File: src/hw/rtl/clkcal_pkg.sv
// ----------------------------------------------------------------------------
// Clock calendar package
// Shared types, constants and digit helpers for the clock calendar block.
// ----------------------------------------------------------------------------
package clkcal_pkg;

  typedef enum logic [1:0] {
    MODE_TIME     = 2'd0,
    MODE_DATE     = 2'd1,
    MODE_SET_TIME = 2'd2,
    MODE_SET_DATE = 2'd3
  } mode_t;

  typedef enum logic [1:0] {
    CFG_SECOND_DIVIDE_LAST = 2'd0,
    CFG_BLINK_LAST         = 2'd1,
    CFG_DOT_OFF_AT         = 2'd2,
    CFG_FIELD_OFF_AT       = 2'd3
  } cfg_index_t;

  localparam int unsigned CFG_DATA_W = 16;

  localparam logic [15:0] SECOND_DIVIDE_LAST_RST = 16'd199;
  localparam logic [7:0]  BLINK_LAST_RST         = 8'd199;
  localparam logic [7:0]  DOT_OFF_AT_RST         = 8'd50;
  localparam logic [7:0]  FIELD_OFF_AT_RST       = 8'd100;

  localparam logic [5:0] SEC_RST  = 6'd50;
  localparam logic [5:0] MIN_RST  = 6'd59;
  localparam logic [4:0] HOUR_RST = 5'd23;
  localparam logic [4:0] DAY_RST  = 5'd1;
  localparam logic [3:0] MON_RST  = 4'd1;
  localparam logic [6:0] YEAR_RST = 7'd18;

  localparam logic [5:0] SEC_LAST  = 6'd59;
  localparam logic [5:0] MIN_LAST  = 6'd59;
  localparam logic [4:0] HOUR_LAST = 5'd23;
  localparam logic [3:0] MON_LAST  = 4'd12;
  localparam logic [6:0] YEAR_LAST = 7'd99;

  // Date edit fields; the unused code behaves as the year field.
  localparam logic [1:0] DFIELD_DAY  = 2'd0;
  localparam logic [1:0] DFIELD_MON  = 2'd1;
  localparam logic [1:0] DFIELD_YEAR = 2'd2;

  localparam logic [7:0] SEG_BLANK = 8'h00;

  typedef struct packed {
    mode_t      mode;
    logic [5:0] sec;
    logic [5:0] min;
    logic [4:0] hour;
    logic [4:0] day;
    logic [3:0] mon;
    logic [6:0] year;
    logic       tfield;
    logic [1:0] dfield;
    logic       lit;
  } disp_state_t;

  function automatic logic [4:0] month_len(input logic [3:0] mon);
    logic [4:0] len;
    case (mon) inside
      4'd2:                   len = 5'd28;
      4'd4, 4'd6, 4'd9, 4'd11: len = 5'd30;
      default:                len = 5'd31;
    endcase
    return len;
  endfunction

  // Segment pattern, gfedcba in bits 6..0, dot in bit 7.
  function automatic logic [7:0] seg_encode(input logic [3:0] v, input logic dot);
    logic [6:0] p;
    case (v)
      4'd0:    p = 7'h3F;
      4'd1:    p = 7'h06;
      4'd2:    p = 7'h5B;
      4'd3:    p = 7'h4F;
      4'd4:    p = 7'h66;
      4'd5:    p = 7'h6D;
      4'd6:    p = 7'h7D;
      4'd7:    p = 7'h07;
      4'd8:    p = 7'h7F;
      4'd9:    p = 7'h6F;
      default: p = 7'h00;
    endcase
    return {dot, p};
  endfunction

  // Tens and ones of a 7-bit value; tens is v*205 >> 11, exact below 128.
  function automatic logic [7:0] split_digits(input logic [6:0] v);
    logic [14:0] prod;
    logic [3:0]  tens;
    logic [6:0]  ones;
    prod = 15'(v) * 15'd205;
    tens = prod[14:11];
    ones = v - 7'(tens) * 7'd10;
    return {tens, ones[3:0]};
  endfunction

  function automatic logic [15:0] two_digits(input logic [6:0] v, input logic dot);
    logic [7:0] td;
    td = split_digits(v);
    return {seg_encode(td[7:4], 1'b0), seg_encode(td[3:0], dot)};
  endfunction

endpackage

File: src/hw/rtl/clkcal_if.sv
// ----------------------------------------------------------------------------
// Clock calendar channels
// Valid/ready channels for key samples and for display results.
// ----------------------------------------------------------------------------
interface clkcal_in_if;
  logic valid;
  logic ready;
  logic key_set;
  logic key_mode;

  modport source (output valid, output key_set, output key_mode, input ready);
  modport sink   (input valid, input key_set, input key_mode, output ready);
endinterface

interface clkcal_out_if;
  logic       valid;
  logic       ready;
  logic [7:0] digit_seg_1;
  logic [7:0] digit_seg_2;
  logic [7:0] digit_seg_3;
  logic [7:0] digit_seg_4;
  logic [7:0] digit_seg_5;
  logic [7:0] digit_seg_6;
  logic [1:0] view_mode;

  modport source (output valid, output digit_seg_1, output digit_seg_2, output digit_seg_3,
                  output digit_seg_4, output digit_seg_5, output digit_seg_6,
                  output view_mode, input ready);
  modport sink   (input valid, input digit_seg_1, input digit_seg_2, input digit_seg_3,
                  input digit_seg_4, input digit_seg_5, input digit_seg_6,
                  input view_mode, output ready);
endinterface

File: src/hw/rtl/clkcal_disp.sv
// ----------------------------------------------------------------------------
// Clock calendar display encoder
// Turns the clock state into six seven-segment patterns for the current mode.
// ----------------------------------------------------------------------------
module clkcal_disp
  import clkcal_pkg::*;
(
  input  disp_state_t      st,
  output logic [5:0][7:0]  digits
);

  logic [15:0] sec_seg, min_seg, hour_seg;
  logic [15:0] day_seg, mon_seg, year_seg;
  logic [15:0] sec_dot_seg, min_dot_seg, hour_dot_seg;
  logic        full;

  assign full = st.lit;

  always_comb begin
    sec_seg      = two_digits(7'(st.sec), 1'b0);
    min_seg      = two_digits(7'(st.min), 1'b0);
    hour_seg     = two_digits(7'(st.hour), 1'b0);
    sec_dot_seg  = two_digits(7'(st.sec), st.lit);
    min_dot_seg  = two_digits(7'(st.min), st.lit);
    hour_dot_seg = two_digits(7'(st.hour), st.lit);
    day_seg      = two_digits(7'(st.day), 1'b1);
    mon_seg      = two_digits(7'(st.mon), 1'b1);
    year_seg     = two_digits(st.year, 1'b0);

    digits = '{default: SEG_BLANK};
    case (st.mode)
      MODE_TIME: begin
        {digits[1], digits[0]} = sec_dot_seg;
        {digits[3], digits[2]} = min_dot_seg;
        {digits[5], digits[4]} = hour_dot_seg;
      end
      MODE_DATE: begin
        {digits[1], digits[0]} = year_seg;
        {digits[3], digits[2]} = mon_seg;
        {digits[5], digits[4]} = day_seg;
      end
      MODE_SET_TIME: begin
        // Off phase of the blink shows only the field being edited.
        if (full) begin
          {digits[1], digits[0]} = sec_seg;
        end
        if (full || st.tfield) begin
          {digits[3], digits[2]} = min_seg;
        end
        if (full || !st.tfield) begin
          {digits[5], digits[4]} = hour_seg;
        end
      end
      default: begin
        if (full || st.dfield >= DFIELD_YEAR) begin
          {digits[1], digits[0]} = year_seg;
        end
        if (full || st.dfield == DFIELD_MON) begin
          {digits[3], digits[2]} = mon_seg;
        end
        if (full || st.dfield == DFIELD_DAY) begin
          {digits[5], digits[4]} = day_seg;
        end
      end
    endcase
  end

endmodule

File: src/hw/rtl/clock_calendar_seven_segment_top.sv
// ----------------------------------------------------------------------------
// Clock calendar with seven-segment output
// Digital clock and calendar that advances one tick per transaction.
// ----------------------------------------------------------------------------
// Each input transaction is one tick carrying the set and mode key levels; it
// produces exactly one output transaction with six segment patterns and the
// view mode after the tick. A tick can be accepted every clock cycle while the
// output side keeps up: the clock state and the output register both load at
// the accepting edge, so throughput is one tick per cycle. Input ready drops
// only while a result is waiting and the output side is stalled. Configuration
// writes take effect at the next edge.
module clock_calendar_seven_segment_top
  import clkcal_pkg::*;
(
  input  logic                  clk,
  input  logic                  rst_n,
  clkcal_in_if.sink             in_ch,
  clkcal_out_if.source          out_ch,
  input  logic                  cfg_we,
  input  cfg_index_t            cfg_index,
  input  logic [CFG_DATA_W-1:0] cfg_wdata
);

  // Configuration registers
  logic [15:0] sec_last_r;
  logic [7:0]  blink_last_r, dot_off_r, field_off_r;

  // Clock state
  logic [15:0] presc_r, presc_nxt;
  logic [5:0]  sec_r, sec_nxt, min_r, min_nxt;
  logic [4:0]  hour_r, hour_nxt, day_r, day_nxt;
  logic [3:0]  mon_r, mon_nxt;
  logic [6:0]  year_r, year_nxt;
  mode_t       mode_r, mode_nxt;
  logic        tfield_r, tfield_nxt;
  logic [1:0]  dfield_r, dfield_nxt;
  logic        set_seen_r, mode_seen_r;
  logic [7:0]  dot_cnt_r, dot_cnt_nxt, edit_cnt_r, edit_cnt_nxt;
  logic        lit_r, lit_nxt;

  // Output register
  logic            out_valid_r;
  logic [5:0][7:0] seg_r;
  logic [1:0]      view_r;

  logic            accept;
  logic            set_press, mode_press;
  disp_state_t     disp_st;
  logic [5:0][7:0] digits;

  assign in_ch.ready = !out_valid_r || out_ch.ready;
  assign accept      = in_ch.valid && in_ch.ready;
  assign set_press   = in_ch.key_set && !set_seen_r;
  assign mode_press  = in_ch.key_mode && !mode_seen_r;

  always_comb begin
    presc_nxt    = presc_r;
    sec_nxt      = sec_r;
    min_nxt      = min_r;
    hour_nxt     = hour_r;
    day_nxt      = day_r;
    mon_nxt      = mon_r;
    year_nxt     = year_r;
    mode_nxt     = mode_r;
    tfield_nxt   = tfield_r;
    dfield_nxt   = dfield_r;
    dot_cnt_nxt  = dot_cnt_r;
    edit_cnt_nxt = edit_cnt_r;
    lit_nxt      = lit_r;

    // Set key: toggle view, or bump the field under edit.
    if (set_press) begin
      case (mode_r)
        MODE_TIME: mode_nxt = MODE_DATE;
        MODE_DATE: mode_nxt = MODE_TIME;
        MODE_SET_TIME: begin
          if (!tfield_r) begin
            hour_nxt = (hour_r >= HOUR_LAST) ? 5'd0 : hour_r + 5'd1;
          end else begin
            min_nxt = (min_r >= MIN_LAST) ? 6'd0 : min_r + 6'd1;
          end
        end
        default: begin
          if (dfield_r == DFIELD_DAY) begin
            day_nxt = (day_r >= month_len(mon_r)) ? 5'd1 : day_r + 5'd1;
          end else if (dfield_r == DFIELD_MON) begin
            mon_nxt = (mon_r >= MON_LAST) ? 4'd1 : mon_r + 4'd1;
          end else begin
            year_nxt = (year_r >= YEAR_LAST) ? 7'd0 : year_r + 7'd1;
          end
        end
      endcase
    end

    // Mode key acts on the mode left by the set key.
    if (mode_press) begin
      case (mode_nxt)
        MODE_TIME: mode_nxt = MODE_SET_TIME;
        MODE_DATE: mode_nxt = MODE_SET_DATE;
        MODE_SET_TIME: begin
          if (!tfield_r) begin
            tfield_nxt = 1'b1;
          end else begin
            tfield_nxt = 1'b0;
            mode_nxt   = MODE_TIME;
          end
        end
        default: begin
          if (dfield_r == DFIELD_DAY) begin
            dfield_nxt = DFIELD_MON;
          end else if (dfield_r == DFIELD_MON) begin
            dfield_nxt = DFIELD_YEAR;
          end else begin
            dfield_nxt = DFIELD_DAY;
            mode_nxt   = MODE_DATE;
          end
        end
      endcase
    end

    // Timekeeping runs only in the two view modes.
    if (mode_nxt == MODE_TIME || mode_nxt == MODE_DATE) begin
      if (presc_r == sec_last_r) begin
        presc_nxt = 16'd0;
        if (sec_nxt >= SEC_LAST) begin
          sec_nxt = 6'd0;
          if (min_nxt >= MIN_LAST) begin
            min_nxt = 6'd0;
            if (hour_nxt >= HOUR_LAST) begin
              hour_nxt = 5'd0;
              if (day_nxt >= month_len(mon_nxt)) begin
                day_nxt = 5'd1;
                if (mon_nxt >= MON_LAST) begin
                  mon_nxt  = 4'd1;
                  year_nxt = (year_nxt >= YEAR_LAST) ? 7'd0 : year_nxt + 7'd1;
                end else begin
                  mon_nxt = mon_nxt + 4'd1;
                end
              end else begin
                day_nxt = day_nxt + 5'd1;
              end
            end else begin
              hour_nxt = hour_nxt + 5'd1;
            end
          end else begin
            min_nxt = min_nxt + 6'd1;
          end
        end else begin
          sec_nxt = sec_nxt + 6'd1;
        end
      end else begin
        presc_nxt = presc_r + 16'd1;
      end
    end

    // Blink counters.
    case (mode_nxt)
      MODE_TIME: begin
        if (dot_cnt_r == 8'd1) begin
          lit_nxt = 1'b1;
          dot_cnt_nxt = dot_cnt_r + 8'd1;
        end else if (dot_cnt_r == dot_off_r) begin
          lit_nxt = 1'b0;
          dot_cnt_nxt = dot_cnt_r + 8'd1;
        end else if (dot_cnt_r == blink_last_r) begin
          // Restart lands on one, not on zero.
          dot_cnt_nxt = 8'd1;
        end else begin
          dot_cnt_nxt = dot_cnt_r + 8'd1;
        end
      end
      MODE_SET_TIME, MODE_SET_DATE: begin
        if (edit_cnt_r == 8'd1) begin
          lit_nxt = 1'b1;
          edit_cnt_nxt = edit_cnt_r + 8'd1;
        end else if (edit_cnt_r == field_off_r) begin
          lit_nxt = 1'b0;
          edit_cnt_nxt = edit_cnt_r + 8'd1;
        end else if (edit_cnt_r == blink_last_r) begin
          edit_cnt_nxt = 8'd0;
        end else begin
          edit_cnt_nxt = edit_cnt_r + 8'd1;
        end
      end
      default: begin
      end
    endcase
  end

  assign disp_st = '{mode: mode_nxt, sec: sec_nxt, min: min_nxt, hour: hour_nxt,
                     day: day_nxt, mon: mon_nxt, year: year_nxt, tfield: tfield_nxt,
                     dfield: dfield_nxt, lit: lit_nxt};

  clkcal_disp u_disp (
    .st     (disp_st),
    .digits (digits)
  );

  always_ff @(posedge clk) begin
    if (!rst_n) begin
      sec_last_r   <= SECOND_DIVIDE_LAST_RST;
      blink_last_r <= BLINK_LAST_RST;
      dot_off_r    <= DOT_OFF_AT_RST;
      field_off_r  <= FIELD_OFF_AT_RST;
    end else if (cfg_we) begin
      case (cfg_index)
        CFG_SECOND_DIVIDE_LAST: sec_last_r   <= cfg_wdata[15:0];
        CFG_BLINK_LAST:         blink_last_r <= cfg_wdata[7:0];
        CFG_DOT_OFF_AT:         dot_off_r    <= cfg_wdata[7:0];
        CFG_FIELD_OFF_AT:       field_off_r  <= cfg_wdata[7:0];
        default: begin
        end
      endcase
    end
  end

  always_ff @(posedge clk) begin
    if (!rst_n) begin
      presc_r     <= 16'd0;
      sec_r       <= SEC_RST;
      min_r       <= MIN_RST;
      hour_r      <= HOUR_RST;
      day_r       <= DAY_RST;
      mon_r       <= MON_RST;
      year_r      <= YEAR_RST;
      mode_r      <= MODE_TIME;
      tfield_r    <= 1'b0;
      dfield_r    <= DFIELD_DAY;
      set_seen_r  <= 1'b0;
      mode_seen_r <= 1'b0;
      dot_cnt_r   <= 8'd0;
      edit_cnt_r  <= 8'd0;
      lit_r       <= 1'b0;
    end else if (accept) begin
      presc_r     <= presc_nxt;
      sec_r       <= sec_nxt;
      min_r       <= min_nxt;
      hour_r      <= hour_nxt;
      day_r       <= day_nxt;
      mon_r       <= mon_nxt;
      year_r      <= year_nxt;
      mode_r      <= mode_nxt;
      tfield_r    <= tfield_nxt;
      dfield_r    <= dfield_nxt;
      set_seen_r  <= in_ch.key_set;
      mode_seen_r <= in_ch.key_mode;
      dot_cnt_r   <= dot_cnt_nxt;
      edit_cnt_r  <= edit_cnt_nxt;
      lit_r       <= lit_nxt;
    end
  end

  always_ff @(posedge clk) begin
    if (!rst_n) begin
      out_valid_r <= 1'b0;
    end else if (accept) begin
      out_valid_r <= 1'b1;
    end else if (out_ch.ready) begin
      out_valid_r <= 1'b0;
    end
  end

  always_ff @(posedge clk) begin
    if (accept) begin
      seg_r  <= digits;
      view_r <= mode_nxt;
    end
  end

  assign out_ch.valid       = out_valid_r;
  assign out_ch.digit_seg_1 = seg_r[0];
  assign out_ch.digit_seg_2 = seg_r[1];
  assign out_ch.digit_seg_3 = seg_r[2];
  assign out_ch.digit_seg_4 = seg_r[3];
  assign out_ch.digit_seg_5 = seg_r[4];
  assign out_ch.digit_seg_6 = seg_r[5];
  assign out_ch.view_mode   = view_r;

endmodule

File: src/flat_wrapper.sv
// flat-port wrapper written by rule: the top's interface ports become plain ports
module clock_calendar_seven_segment_top_flat import clkcal_pkg::*;
  (clk, rst_n, cfg_we, cfg_index, cfg_wdata, in_ch_valid, in_ch_key_set, in_ch_key_mode, in_ch_ready, out_ch_valid, out_ch_digit_seg_1, out_ch_digit_seg_2, out_ch_digit_seg_3, out_ch_digit_seg_4, out_ch_digit_seg_5, out_ch_digit_seg_6, out_ch_view_mode, out_ch_ready);
  clkcal_in_if in_ch_i ();
  clkcal_out_if out_ch_i ();
  input  logic clk;
  input  logic rst_n;
  input  logic cfg_we;
  input  cfg_index_t cfg_index;
  input  logic [CFG_DATA_W-1:0] cfg_wdata;
  input wire logic [$bits(in_ch_i.valid)-1:0] in_ch_valid;
  input wire logic [$bits(in_ch_i.key_set)-1:0] in_ch_key_set;
  input wire logic [$bits(in_ch_i.key_mode)-1:0] in_ch_key_mode;
  output wire logic [$bits(in_ch_i.ready)-1:0] in_ch_ready;
  output wire logic [$bits(out_ch_i.valid)-1:0] out_ch_valid;
  output wire logic [$bits(out_ch_i.digit_seg_1)-1:0] out_ch_digit_seg_1;
  output wire logic [$bits(out_ch_i.digit_seg_2)-1:0] out_ch_digit_seg_2;
  output wire logic [$bits(out_ch_i.digit_seg_3)-1:0] out_ch_digit_seg_3;
  output wire logic [$bits(out_ch_i.digit_seg_4)-1:0] out_ch_digit_seg_4;
  output wire logic [$bits(out_ch_i.digit_seg_5)-1:0] out_ch_digit_seg_5;
  output wire logic [$bits(out_ch_i.digit_seg_6)-1:0] out_ch_digit_seg_6;
  output wire logic [$bits(out_ch_i.view_mode)-1:0] out_ch_view_mode;
  input wire logic [$bits(out_ch_i.ready)-1:0] out_ch_ready;
  assign in_ch_i.valid = in_ch_valid;
  assign in_ch_i.key_set = in_ch_key_set;
  assign in_ch_i.key_mode = in_ch_key_mode;
  assign in_ch_ready = in_ch_i.ready;
  assign out_ch_valid = out_ch_i.valid;
  assign out_ch_digit_seg_1 = out_ch_i.digit_seg_1;
  assign out_ch_digit_seg_2 = out_ch_i.digit_seg_2;
  assign out_ch_digit_seg_3 = out_ch_i.digit_seg_3;
  assign out_ch_digit_seg_4 = out_ch_i.digit_seg_4;
  assign out_ch_digit_seg_5 = out_ch_i.digit_seg_5;
  assign out_ch_digit_seg_6 = out_ch_i.digit_seg_6;
  assign out_ch_view_mode = out_ch_i.view_mode;
  assign out_ch_i.ready = out_ch_ready;
  clock_calendar_seven_segment_top u_core (.clk(clk), .rst_n(rst_n), .in_ch(in_ch_i), .out_ch(out_ch_i), .cfg_we(cfg_we), .cfg_index(cfg_index), .cfg_wdata(cfg_wdata));
endmodule
File: config.mk
export PLATFORM = sky130hd
export DESIGN_NAME = clock_calendar_seven_segment_top_flat
export DESIGN_NICKNAME = d
export VERILOG_FILES = /design/src/hw/rtl/clkcal_pkg.sv /design/src/hw/rtl/clkcal_if.sv /design/src/hw/rtl/clkcal_disp.sv /design/src/hw/rtl/clock_calendar_seven_segment_top.sv /design/src/flat_wrapper.sv
export SDC_FILE = /design/constraint.sdc
export NUM_CORES = 1
export LEC_CHECK = 0
export ABC_AREA = 1
export BUFFER_PORTS_ARGS = -buffer_cell sky130_fd_sc_hd__clkbuf_2
export CAP_MARGIN = 10
export CORE_MARGIN = 2
export CORE_UTILIZATION = 55
export CTS_BUF_LIST = sky130_fd_sc_hd__clkbuf_8
export CTS_CLUSTER_DIAMETER = 120
export DETAILED_ROUTE_END_ITERATION = 10
export GPL_TIMING_DRIVEN = 0
export PLACE_DENSITY = 0.73
export SYNTH_ARGS = -nofsm -noshare
export SYNTH_HDL_FRONTEND = slang
export SYNTH_SLANG_ARGS = --single-unit
export TNS_END_PERCENT = 1
File: constraint.sdc
create_clock -name clk -period 9.35 [get_ports clk]
set_input_delay 0 -clock clk [delete_from_list [all_inputs] [get_ports clk]]
set_output_delay 0 -clock clk [all_outputs]
set_load 0.02 [all_outputs]
==> key figures, run 1 <==
Setup path
  • Critical path buffer and inverter count: 8
  • Flop-to-flop setup slack: 680 ps
  • CP Capture Type: register
  • R2r worst-path depth: 42
  • Worst path slowest cell: fa_1
  • Worst endpoint data arrival time: 8890 ps
  • Most frequent CP cell: ha_1
  • Crit path kind: register to register
  • Reg-to-reg startpoint: u_core.mode_r[0]
  • Worst R2R End: u_core.out_ch.digit_seg_1[5]
  • Top delay family on crit path: adder cells
  • Crit path launch type: register
  • CP max stage delay: 470 ps
  • CP required: 9570 ps
  • CP Max Fanout: 10

Drt
  • DRC viols: 0
  • Total routed wirelength: 39.0 mm
  • DRT Pass-1 Iters: 6
  • Vias: 14200
  • DRT antenna net count: 0
  • DRC marker count from the first detailed-route iteration: 1116
  • WL/cell: 15.2 um
  • Via-to-Cell Ratio: 5.54

Clock network
  • Setup bufs post-CTS: 0
  • CTS Buf Count: 17
  • Clk slew on worst S/H paths: 100 ps
  • TritonCTS clock tree: done
  • Worst-Skew Late Latency: 470 ps
  • CTS H-tree depth: 4
  • Sink Count: 160
  • Clock Tree Buf Depth: 2
  • Clock root cell: clkbuf_8

Logic synthesis
  • Distinct cells, synth: 61
  • Post-Synth Adder-Cell Area: 21.8%
  • Mapped Avg Cell Area: 7.18 um2
  • Seq cells post-synth: 160
  • Simple-gate share of the synthesized area: 28.5%
  • Mux share of post-synthesis cell area: 0%
  • Synth Instances: 2093
  • Post-synth top area share: 17.9%
  • FFs w/ async S/R, synth: 0%
  • Largest family of logic cells by synthesized area: simple AND/OR/NAND/NOR gates
  • Post-synth EDFFs: 46
  • Ys flop type: dfxtp_1
  • Leading area contributor after synthesis: ha_1
  • Synthesized cell area: 0.0150 mm2
  • Synth Area in Compound Gates: 11.7%
  • Yosys warning count: 0
  • Top cells by area, synth: ha_1, dfxtp_1, nand2_1
  • Sequential-to-total area share from yosys stat: 24.4%
  • Xor and xnor area share after synthesis: 3.94%

Floorplanning
  • Die X: 169 um
  • Core Area: 0.0269 mm2
  • Initial Util: 55.9%
  • Row count: 60
  • I/O pin total: 77
  • Die area: 0.0287 mm2
  • Die Ht: 169 um

Run
  • Max-cap violations: 0

Worst hold path
  • Worst Hold Class: primary input to register
  • Hold path depth: 5
  • Worst Hold Launch: rst_n
  • Hold EP: u_core.mon_r[3]

Global routing
  • First-pass GRT wire length: 64.8 mm
  • Vias in the first global route: 13600
  • Initial antenna violation count: 0
  • Maximum number of pins on one net before global-route repair: 42
  • Total grt overflow: 0
  • All-layer global routing usage: 27.8%

Cells and area
  • Share of cells above drive strength 1: 9.47%
  • N_diodes: 0
  • Commonest non-fill, non-tap cell in the layout: nand2_1
  • Area growth, synth to finish: 10.0%
  • Commonest non-fill, non-tap cells in the layout: nand2_1, inv_1, ha_1, nand3_1, nor2_1
  • Final #Nets: 2485
  • Post-layout util: 61.6%

Placed design
  • Dpl hpwl: 30.6 mm
  • Pre-CTS setup slack: 525 ps
  • PortBufs: 73
  • Routability cong.: 0.942

Pwr
  • Leak Pwr: 0.00822 uW
  • Worst IR Drop VDD: 0.176 mV
  • Cell Pwr Density: 199 mW/mm2

Timing
  • Slew Viols, Final: 0
  • PnR worst setup slack: 680 ps
  • Final min period: 8670 ps
  • RSZ-0062 raised after global routing: false
  • Fmax: 115 MHz
  • Fin crit share: 92.7%
  • Endpoints failing hold: 0
  • Setup TNS Final: 0 ps
  • Worst-Margin Slew: 1110 ps
  • Final Setup Violations: 0
  • Setup Skew: 18.6 ps
  • Slew HR: 25.3%

Status
  • Outcome: finished clean
## per-stage QoR
stage               instances  power, uW  instance area, um2  hold WS, ps
floorplan                2095       2290               15000          126
global placement         2509       2670               15800          222
detailed placement       2510       2740               15900          227
CTS                      2570       3290               16500         11.2
global route             2570       3610               16500         52.2
finish                   2570       3290               16500         35.2
## worst register-to-register path: cells and delay by family (launching register included)
kind | cells | cell delay [ps]
DFF | 1 | 440
AOI/OAI and AO/OA | 6 | 1040
buffers and inverters | 8 | 840
xor gates and xnor gates | 1 | 260
adders and majority gates | 10 | 2910
and+or+nand+nor | 17 | 2910
## worst max path at each step
stage / startpoint / endpoint / slack (ps) / depth (start not counted)
6_report: u_core.mode_r[0] / u_core.out_ch.digit_seg_1[5] / 680 / 42
5_1_grt: u_core.mode_r[1] / u_core.out_ch.digit_seg_1[0] / 3 / 42
3_5_place_dp: u_core.mode_r[1] / u_core.out_ch.digit_seg_1[5] / 520 / 42
4_1_cts: u_core.mode_r[1] / u_core.out_ch.digit_seg_1[5] / 480 / 42
2_1_floorplan: u_core.mode_r[1] / u_core.out_ch.digit_seg_1[6] / 1910 / 43
3_3_place_gp: u_core.mode_r[1] / u_core.out_ch.digit_seg_1[5] / 720 / 42
## logic make-up (layout without fill, tap and decap cells)
| logic type | after synthesis | after routing |
|---|---|---|
| XOR/XNOR | 66 | 66 |
| AO/OA/AOI/OAI | 317 | 317 |
| adder cells (fa/ha/maj) | 244 | 244 |
| flip-flops | 160 | 160 |
| AND/OR/NAND/NOR | 931 | 931 |
| other | 1 | 3 |
| buffers and inverters | 374 | 508 |
## what timing repair did
item / in CTS / in global routing
setup endpoints to repair: 0 / 7
hold buffers: 28 / 0
endpoints found under the hold margin: 43 / 0
gates resized for setup: 0 / 3
## final cells by class
cell class / count / area [um2]
multi-input combinational: 1561 / 9930
timing repair buffer: 102 / 666
clock inverter: 13 / 139
buffer: 42 / 205
inverter: 332 / 1250
tap: 341 / 427
fill: 2475 / 10300
sequential: 160 / 3660
clock buffer: 19 / 262
## cells in the mapped netlist, types with 5 or more instances
cell type and n:
buf_4 5, fa_1 29, o21a_1 8, xor2_1 28
nor2_1 150, nor2_2 6, nand3_1 179, nor4_1 11
nand4_1 35, o21ai_1 12, nor2_4 7, a21oi_1 111
xnor2_1 36, nand2_1 429, a211oi_1 6, ha_1 215
nand3b_1 6, inv_2 15, edfxtp_1 46, inv_1 314
clkbuf_1 29, or2_2 13, nand3_2 9, o21ai_0 137
o211ai_1 16, nor3_1 43, dfxtp_1 114, nor3b_1 9
nand2_2 14
## per-layer routing
metal	share of wire, %	wire length [um]	GRT usage (%)
met4	2.8	1090	8.58
met5	0	0	0
met1	45	17400	36.1
met2	47	18400	48.2
met3	5.3	2080	3.50
## power by group
| group | internal (uW) | switching, uW | total [uW] |
|---|---|---|---|
| logic | 642 | 1210 | 1850 |
| registers | 854 | 48.2 | 902 |
| clock network | 215 | 317 | 532 |
## state kept, by name (all words and copies together), names as in the netlist, 8 cells and up
| signal | count |
|---|---|
| u_core.out_ch.digit_seg_1 | 8 |
| u_core.out_ch.digit_seg_5 | 8 |
| u_core.out_ch.digit_seg_3 | 8 |
| u_core.field_off_r | 8 |
| u_core.dot_off_r | 8 |
| u_core.presc_r | 16 |
| u_core.edit_cnt_r | 8 |
| u_core.blink_last_r | 8 |
| u_core.dot_cnt_r | 8 |
| u_core.sec_last_r | 16 |
Note: power is estimated with default switching activity, not from simulation.
==> run 2, diff against run 1 <==
--- a/config.mk
+++ b/config.mk
@@ -9,12 +9,11 @@
 export BUFFER_PORTS_ARGS = -buffer_cell sky130_fd_sc_hd__clkbuf_2
 export CAP_MARGIN = 10
 export CORE_MARGIN = 2
-export CORE_UTILIZATION = 55
+export CORE_UTILIZATION = 23
 export CTS_BUF_LIST = sky130_fd_sc_hd__clkbuf_8
 export CTS_CLUSTER_DIAMETER = 120
 export DETAILED_ROUTE_END_ITERATION = 10
 export GPL_TIMING_DRIVEN = 0
-export PLACE_DENSITY = 0.73
 export SYNTH_ARGS = -nofsm -noshare
 export SYNTH_HDL_FRONTEND = slang
 export SYNTH_SLANG_ARGS = --single-unit
==> run 2 against run 1 <==
Core utilization is 35 points lower. Via count is 3.7% lower. First-iteration DRC count is 21% lower. Clock-buffer cell count is 2 lower. Register-to-register slack better by 60 ps. Die area is 140% higher. Flip-flop and latch count stayed put. Hold slack better by 180 ps. Cell area is 4.3% higher. Clock power is 13% higher. Wire length is 4.5% higher. Non-clock buffer count is 1 higher.
==> key figures, run 2 (same netlist as run 1, synthesis figures left out) <==
Status
  • Outcome: finished clean

Cells and area
  • Final #Nets: 2486
  • Fill cells: 7001
  • Top Registers: u_core.presc_r (16), u_core.sec_last_r (16)
  • Multi-input combinational cell area: 0.00994 mm2
  • Share of cells above drive strength 1: 9.42%
  • FF/Latch Area: 0.00366 mm2
  • Area growth, synth to finish: 14.8%
  • Post-route cell area: 0.0173 mm2
  • Commonest non-fill, non-tap cell in the layout: nand2_1
  • Commonest non-fill, non-tap cells in the layout: nand2_1, inv_1, ha_1, nand3_1, nor2_1

Timing
  • Final min period: 8610 ps
  • Fin crit share: 92.0%
  • Setup Skew: 22.3 ps
  • Fmax: 116 MHz
  • Worst-Margin Slew: 1040 ps
  • Endpoints failing hold: 0
  • Setup TNS Final: 0 ps
  • Slew Viols, Final: 0
  • Slew HR: 30.7%
  • RSZ-0062 raised after global routing: false
  • Final Setup Violations: 0

Setup path
  • CP Max Fanout: 10
  • CP required: 9620 ps
  • Top delay family on crit path: adder cells
  • Worst endpoint data arrival time: 8880 ps
  • Crit path kind: register to register
  • Flop-to-flop setup slack: 740 ps
  • CP startpoint: u_core.mon_r[0]
  • CP endpoint: u_core.out_ch.digit_seg_1[2]
  • Critical path buffer and inverter count: 6
  • CP max stage delay: 500 ps
  • Reg-to-reg startpoint: u_core.mon_r[0]
  • Worst R2R End: u_core.out_ch.digit_seg_1[2]
  • Crit path launch type: register
  • R2r worst-path depth: 39
  • CP Capture Type: register
  • Worst path slowest cell: a221oi_1
  • Most frequent CP cell: ha_1
  • Cell count along the critical path: 39

Global routing
  • Vias in the first global route: 12800
  • First-pass GRT wire length: 66.1 mm
  • All-layer global routing usage: 12.4%
  • Total grt overflow: 0
  • Maximum number of pins on one net before global-route repair: 56
  • Initial antenna violation count: 1

Placed design
  • Dpl hpwl: 31.7 mm
  • Routability cong.: 0.892
  • DP Area: 0.0165 mm2
  • PortBufs: 73

Clock network
  • Clock root cell: clkbuf_8
  • Clk slew on worst S/H paths: 120 ps
  • Clock Tree Buf Depth: 2
  • CTS Buf Count: 17
  • Sink Count: 160
  • CTS H-tree depth: 4
  • TritonCTS clock tree: done
  • Worst-Skew Late Latency: 560 ps

Drt
  • DRC marker count from the first detailed-route iteration: 878
  • Vias: 13700
  • DRT Pass-1 Iters: 5
  • Total routed wirelength: 40.8 mm
  • Via-to-Cell Ratio: 4.44
  • DRC viols: 0
  • WL/cell: 13.2 um
  • DRT antenna net count: 0

Floorplanning
  • Die area: 0.0674 mm2
  • Initial Util: 23.3%
  • Row count: 93
  • I/O pin total: 77
  • Die Ht: 260 um
  • Core Area: 0.0646 mm2
  • Die X: 260 um

Pwr
  • Worst IR Drop VDD: 0.0868 mV
  • Leak Pwr: 0.00825 uW
  • Cell Pwr Density: 195 mW/mm2

Worst hold path
  • Worst Hold Class: primary input to register
  • Worst Hold Launch: cfg_wdata[15]

Run
  • Max-cap violations: 0
## run 2: layout make-up
| class | instances | share of cell area, % |
|---|---|---|
| multi-input combinational | 1561 | 57.6 |
| clock inverter | 15 | 1.29 |
| tap | 855 | 6.20 |
| sequential | 160 | 21.2 |
| antenna | 2 | 0.0290 |
| clock buffer | 17 | 1.36 |
| inverter | 332 | 7.25 |
| buffer | 42 | 1.20 |
| timing repair buffer | 103 | 3.86 |
## run 2: report_power, final
| part | total, uW | switching [uW] | internal, uW |
|---|---|---|---|
| combinational | 1860 | 1220 | 638 |
| sequential | 909 | 54.0 | 855 |
| clock | 600 | 345 | 256 |
## run 2: routing by layer
metal	routed length (um)	track usage, %
met5	0	0
met4	918	4.20
met3	1690	2.00
met2	18200	20.0
met1	20000	16.6
## run 2: through the flow
step	util (%)	instances	worst slack (ps)	total power [uW]	hold slack, ps
2_1_floorplan	-	2095	1910	2290	126
3_3_place_gp	25.5	3023	590	2750	229
3_5_place_dp	25.5	3023	668	2750	236
4_1_cts	26.7	3085	630	3390	160
5_1_grt	26.7	3086	19.2	3700	187
6_report	26.7	3087	745	3370	213
## run 2: what timing repair did
item / CTS / global route
setup endpoints to repair: 0 / 7
hold endpoints to repair: 45 / 0
gates resized for setup: 0 / 3
hold buffers: 30 / 0
buffers inserted: 0 / 0
## run 2: worst reg2reg max path: cells and delay by family, from the launching register on
kind,cells,cell delay (ps)
AOI/OAI and AO/OA,6,1510
xor gates and xnor gates,1,230
adders and majority gates,10,2990
buffers and inverters,6,680
DFF,1,460
and+or+nand+nor,16,2450
## run 2: worst min-delay path by stage
stage	endpoint	slack, ps	cells after the start
floorplan	u_core.dot_off_r[1]	130	2
global placement	u_core.sec_last_r[13]	230	3
detailed placement	u_core.sec_last_r[12]	240	3
CTS	u_core.sec_last_r[13]	160	4
global route	u_core.sec_last_r[15]	190	4
finish	u_core.sec_last_r[15]	210	4
==> run 3, diff against run 2 <==
--- a/config.mk
+++ b/config.mk
@@ -5,7 +5,6 @@
 export SDC_FILE = /design/constraint.sdc
 export NUM_CORES = 1
 export LEC_CHECK = 0
-export ABC_AREA = 1
 export BUFFER_PORTS_ARGS = -buffer_cell sky130_fd_sc_hd__clkbuf_2
 export CAP_MARGIN = 10
 export CORE_MARGIN = 2
==> run 3 against run 2 <==
Sequential power hardly changed. Die area is 3.6% lower. Sequential share of layout area is 0.44 points higher. Register-to-register slack worse by 320 ps. Wire length is 5.8% lower. Synthesized cell count is 17% lower. Final cell count is 11% lower. Core utilization is 0.68 points higher. Critical path type unchanged.
==> key figures, run 3 <==
Floorplanning
  • Initial Util: 23.4%
  • Core Area: 0.0619 mm2
  • Die X: 255 um
  • Row count: 91
  • Die Ht: 255 um
  • Die area: 0.0650 mm2
  • I/O pin total: 77

Global routing
  • Initial antenna violation count: 1
  • All-layer global routing usage: 12.0%
  • Maximum number of pins on one net before global-route repair: 56
  • Total grt overflow: 0
  • First-pass GRT wire length: 62.0 mm
  • Vias in the first global route: 11900

Logic synthesis
  • Leading area contributor after synthesis: ha_1
  • Sequential-to-total area share from yosys stat: 25.3%
  • Ys flop type: dfxtp_1
  • Simple-gate share of the synthesized area: 20.7%
  • Synth Instances: 1738
  • Post-synth EDFFs: 46
  • FFs w/ async S/R, synth: 0%
  • Mux share of post-synthesis cell area: 1.10%
  • Xor and xnor area share after synthesis: 8.02%
  • Synthesized cell area: 0.0145 mm2
  • Commonest cells post-synth: ha_1, nand2_1, inv_1
  • Top cells by area, synth: ha_1, dfxtp_1, edfxtp_1
  • Post-synth top area share: 18.6%
  • Synth Area in Compound Gates: 16.4%
  • Mapped Avg Cell Area: 8.33 um2
  • Post-Synth Adder-Cell Area: 22.6%
  • Distinct cells, synth: 91
  • Most common cell in the netlist: ha_1
  • Seq cells post-synth: 160
  • Largest family of logic cells by synthesized area: adder cells
  • Yosys warning count: 0

Drt
  • DRT antenna net count: 0
  • WL/cell: 14.1 um
  • Total routed wirelength: 38.4 mm
  • Via-to-Cell Ratio: 4.62
  • Vias: 12600
  • DRC viols: 0
  • DRT Pass-1 Iters: 5
  • DRC marker count from the first detailed-route iteration: 786

Cells and area
  • Post-route cell area: 0.0170 mm2
  • Fill cells: 6734
  • Share of cells above drive strength 1: 11.7%
  • Area growth, synth to finish: 17.2%
  • Commonest non-fill, non-tap cells in the layout: ha_1, nand2_1, inv_1, nor2_1, a21oi_1
  • Post-layout util: 27.4%
  • Commonest non-fill, non-tap cell in the layout: ha_1
  • Top Registers: u_core.presc_r (16), u_core.sec_last_r (16)
  • Final #Nets: 2150

Timing
  • Slew Viols, Final: 0
  • Final min period: 8920 ps
  • Setup Skew: 22.6 ps
  • Fin crit share: 95.4%
  • Fmax: 112 MHz
  • Slew HR: 29.0%
  • Endpoints failing hold: 0
  • Final Setup Violations: 0
  • RSZ-0062 raised after global routing: true
  • Worst-Margin Slew: 1070 ps

Setup path
  • CP Capture Type: register
  • Worst endpoint data arrival time: 9220 ps
  • Crit path kind: register to register
  • Crit path launch type: register
  • CP required: 9650 ps
  • CP Max Fanout: 8
  • CP max stage delay: 570 ps
  • Worst path slowest cell: nor3_1
  • Most frequent CP cell: ha_1

Pwr
  • Comb pwr share: 55.9%
  • Switching Fraction: 44.6%
  • Sequential share of power: 27.2%
  • Leak Pwr: 0.00751 uW
  • Worst IR Drop VDD: 0.105 mV
  • Cell Pwr Density: 197 mW/mm2
  • Clock network power share: 16.9%
  • Internal power: 1850 uW
  • NetSw: 1490 uW

Placed design
  • DP Area: 0.0159 mm2
  • Dpl hpwl: 28.7 mm
  • Routability cong.: 0.832
  • PortBufs: 72

Clock network
  • TritonCTS clock tree: done
  • Clk slew on worst S/H paths: 120 ps
  • Clock root cell: clkbuf_8
  • Worst-Skew Late Latency: 570 ps
  • Clock Tree Buf Depth: 2
  • CTS Buf Count: 17
  • Sink Count: 160
  • CTS H-tree depth: 4

Worst hold path
  • Worst Hold Class: primary input to register

Status
  • Outcome: finished clean

Run
  • Max-cap violations: 0
[run 3: changes by cell type in the layout (fill, tap and decap cells not counted), sizes merged, moves of 29 or more]
cell,delta
xor2,+39
nor2,-29
nand3,-135
inv,-181
o21ai,-89
nand2,-239
[run 3: layout make-up]
cell class,count,area (um2),area share (%)
multi-input cells,1365,10100,59.8
flip-flops and latches,160,3680,21.7
well taps,837,1050,6.17
repair buffers,126,841,4.95
inverters,147,552,3.25
plain buffers,64,298,1.75
clock buffers,17,234,1.38
clock inverters,15,170,1.00
diodes,1,2.50,0.0147
[run 3: cell families (layout without fill, tap and decap cells)]
| logic type | count (synthesis) | count (layout) |
|---|---|---|
| simple gates | 611 | 611 |
| mux | 15 | 15 |
| flops | 160 | 160 |
| buf+inv | 215 | 369 |
| xor+xnor | 123 | 123 |
| compound gates | 369 | 369 |
| other cells | 1 | 4 |
| fa+ha+maj | 244 | 244 |
[run 3: layer usage]
metal	track usage, %	wire, um	vias up
met2	19.0	17300	224
li1	-	-	6401
met5	0	16	-
met4	3.73	619	2
met1	16.3	18900	5945
met3	2.29	1610	41
[run 3: path summary, 6_finish.rpt]
path	from	to	slack, ps	cells past startpoint
hold / removal	cfg_wdata[13]	u_core.sec_last_r[13]	220	4
setup / recovery	u_core.mode_r[1]	u_core.out_ch.digit_seg_1[1]	430	36
setup reg to reg	u_core.mode_r[1]	u_core.out_ch.digit_seg_1[1]	430	36
hold reg to reg	u_core.dot_off_r[6]	u_core.dot_off_r[6]	480	2
[run 3: worst max-delay path: cells and delay by family (launching register included)]
family	cells	cell delay, ps
adder cells (fa/ha/maj)	9	2560
buffers and inverters	6	810
AND/OR/NAND/NOR	10	2800
flip-flops	1	410
AO/OA/AOI/OAI	7	1100
XOR/XNOR	4	970
[run 3: power groups by stage]
stage,Sequential [uW],Combinational [uW],Clock (uW)
floorplan,1010,1250,0
global placement,929,1750,0
detailed placement,925,1750,0
CTS,913,1840,586
global route,923,2100,609
finish,909,1870,564
[run 3: per-stage QoR]
stage                     setup WS (ps)  std cells  setup TNS, ps  hold slack (ps)  total power (uW)
after floorplan                    81.9       1740              0              124              2250
after global placement            -1770       2649         -15040              230              2670
after detailed placement          -1840       2649         -16250              236              2680
after CTS                          19.3       2717              0              171              3340
after global routing               -113       2731           -587              223              3640
final                               428       2732              0              216              3340
[run 3: repair_timing]
action | in CTS | in global routing
hold buffers | 30 | 0
resized for setup | 25 | 34
pin swaps | 5 | 12
setup endpoints to repair | 14 | 12
setup buffers | 9 | 15
hold endpoints to repair | 46 | 0
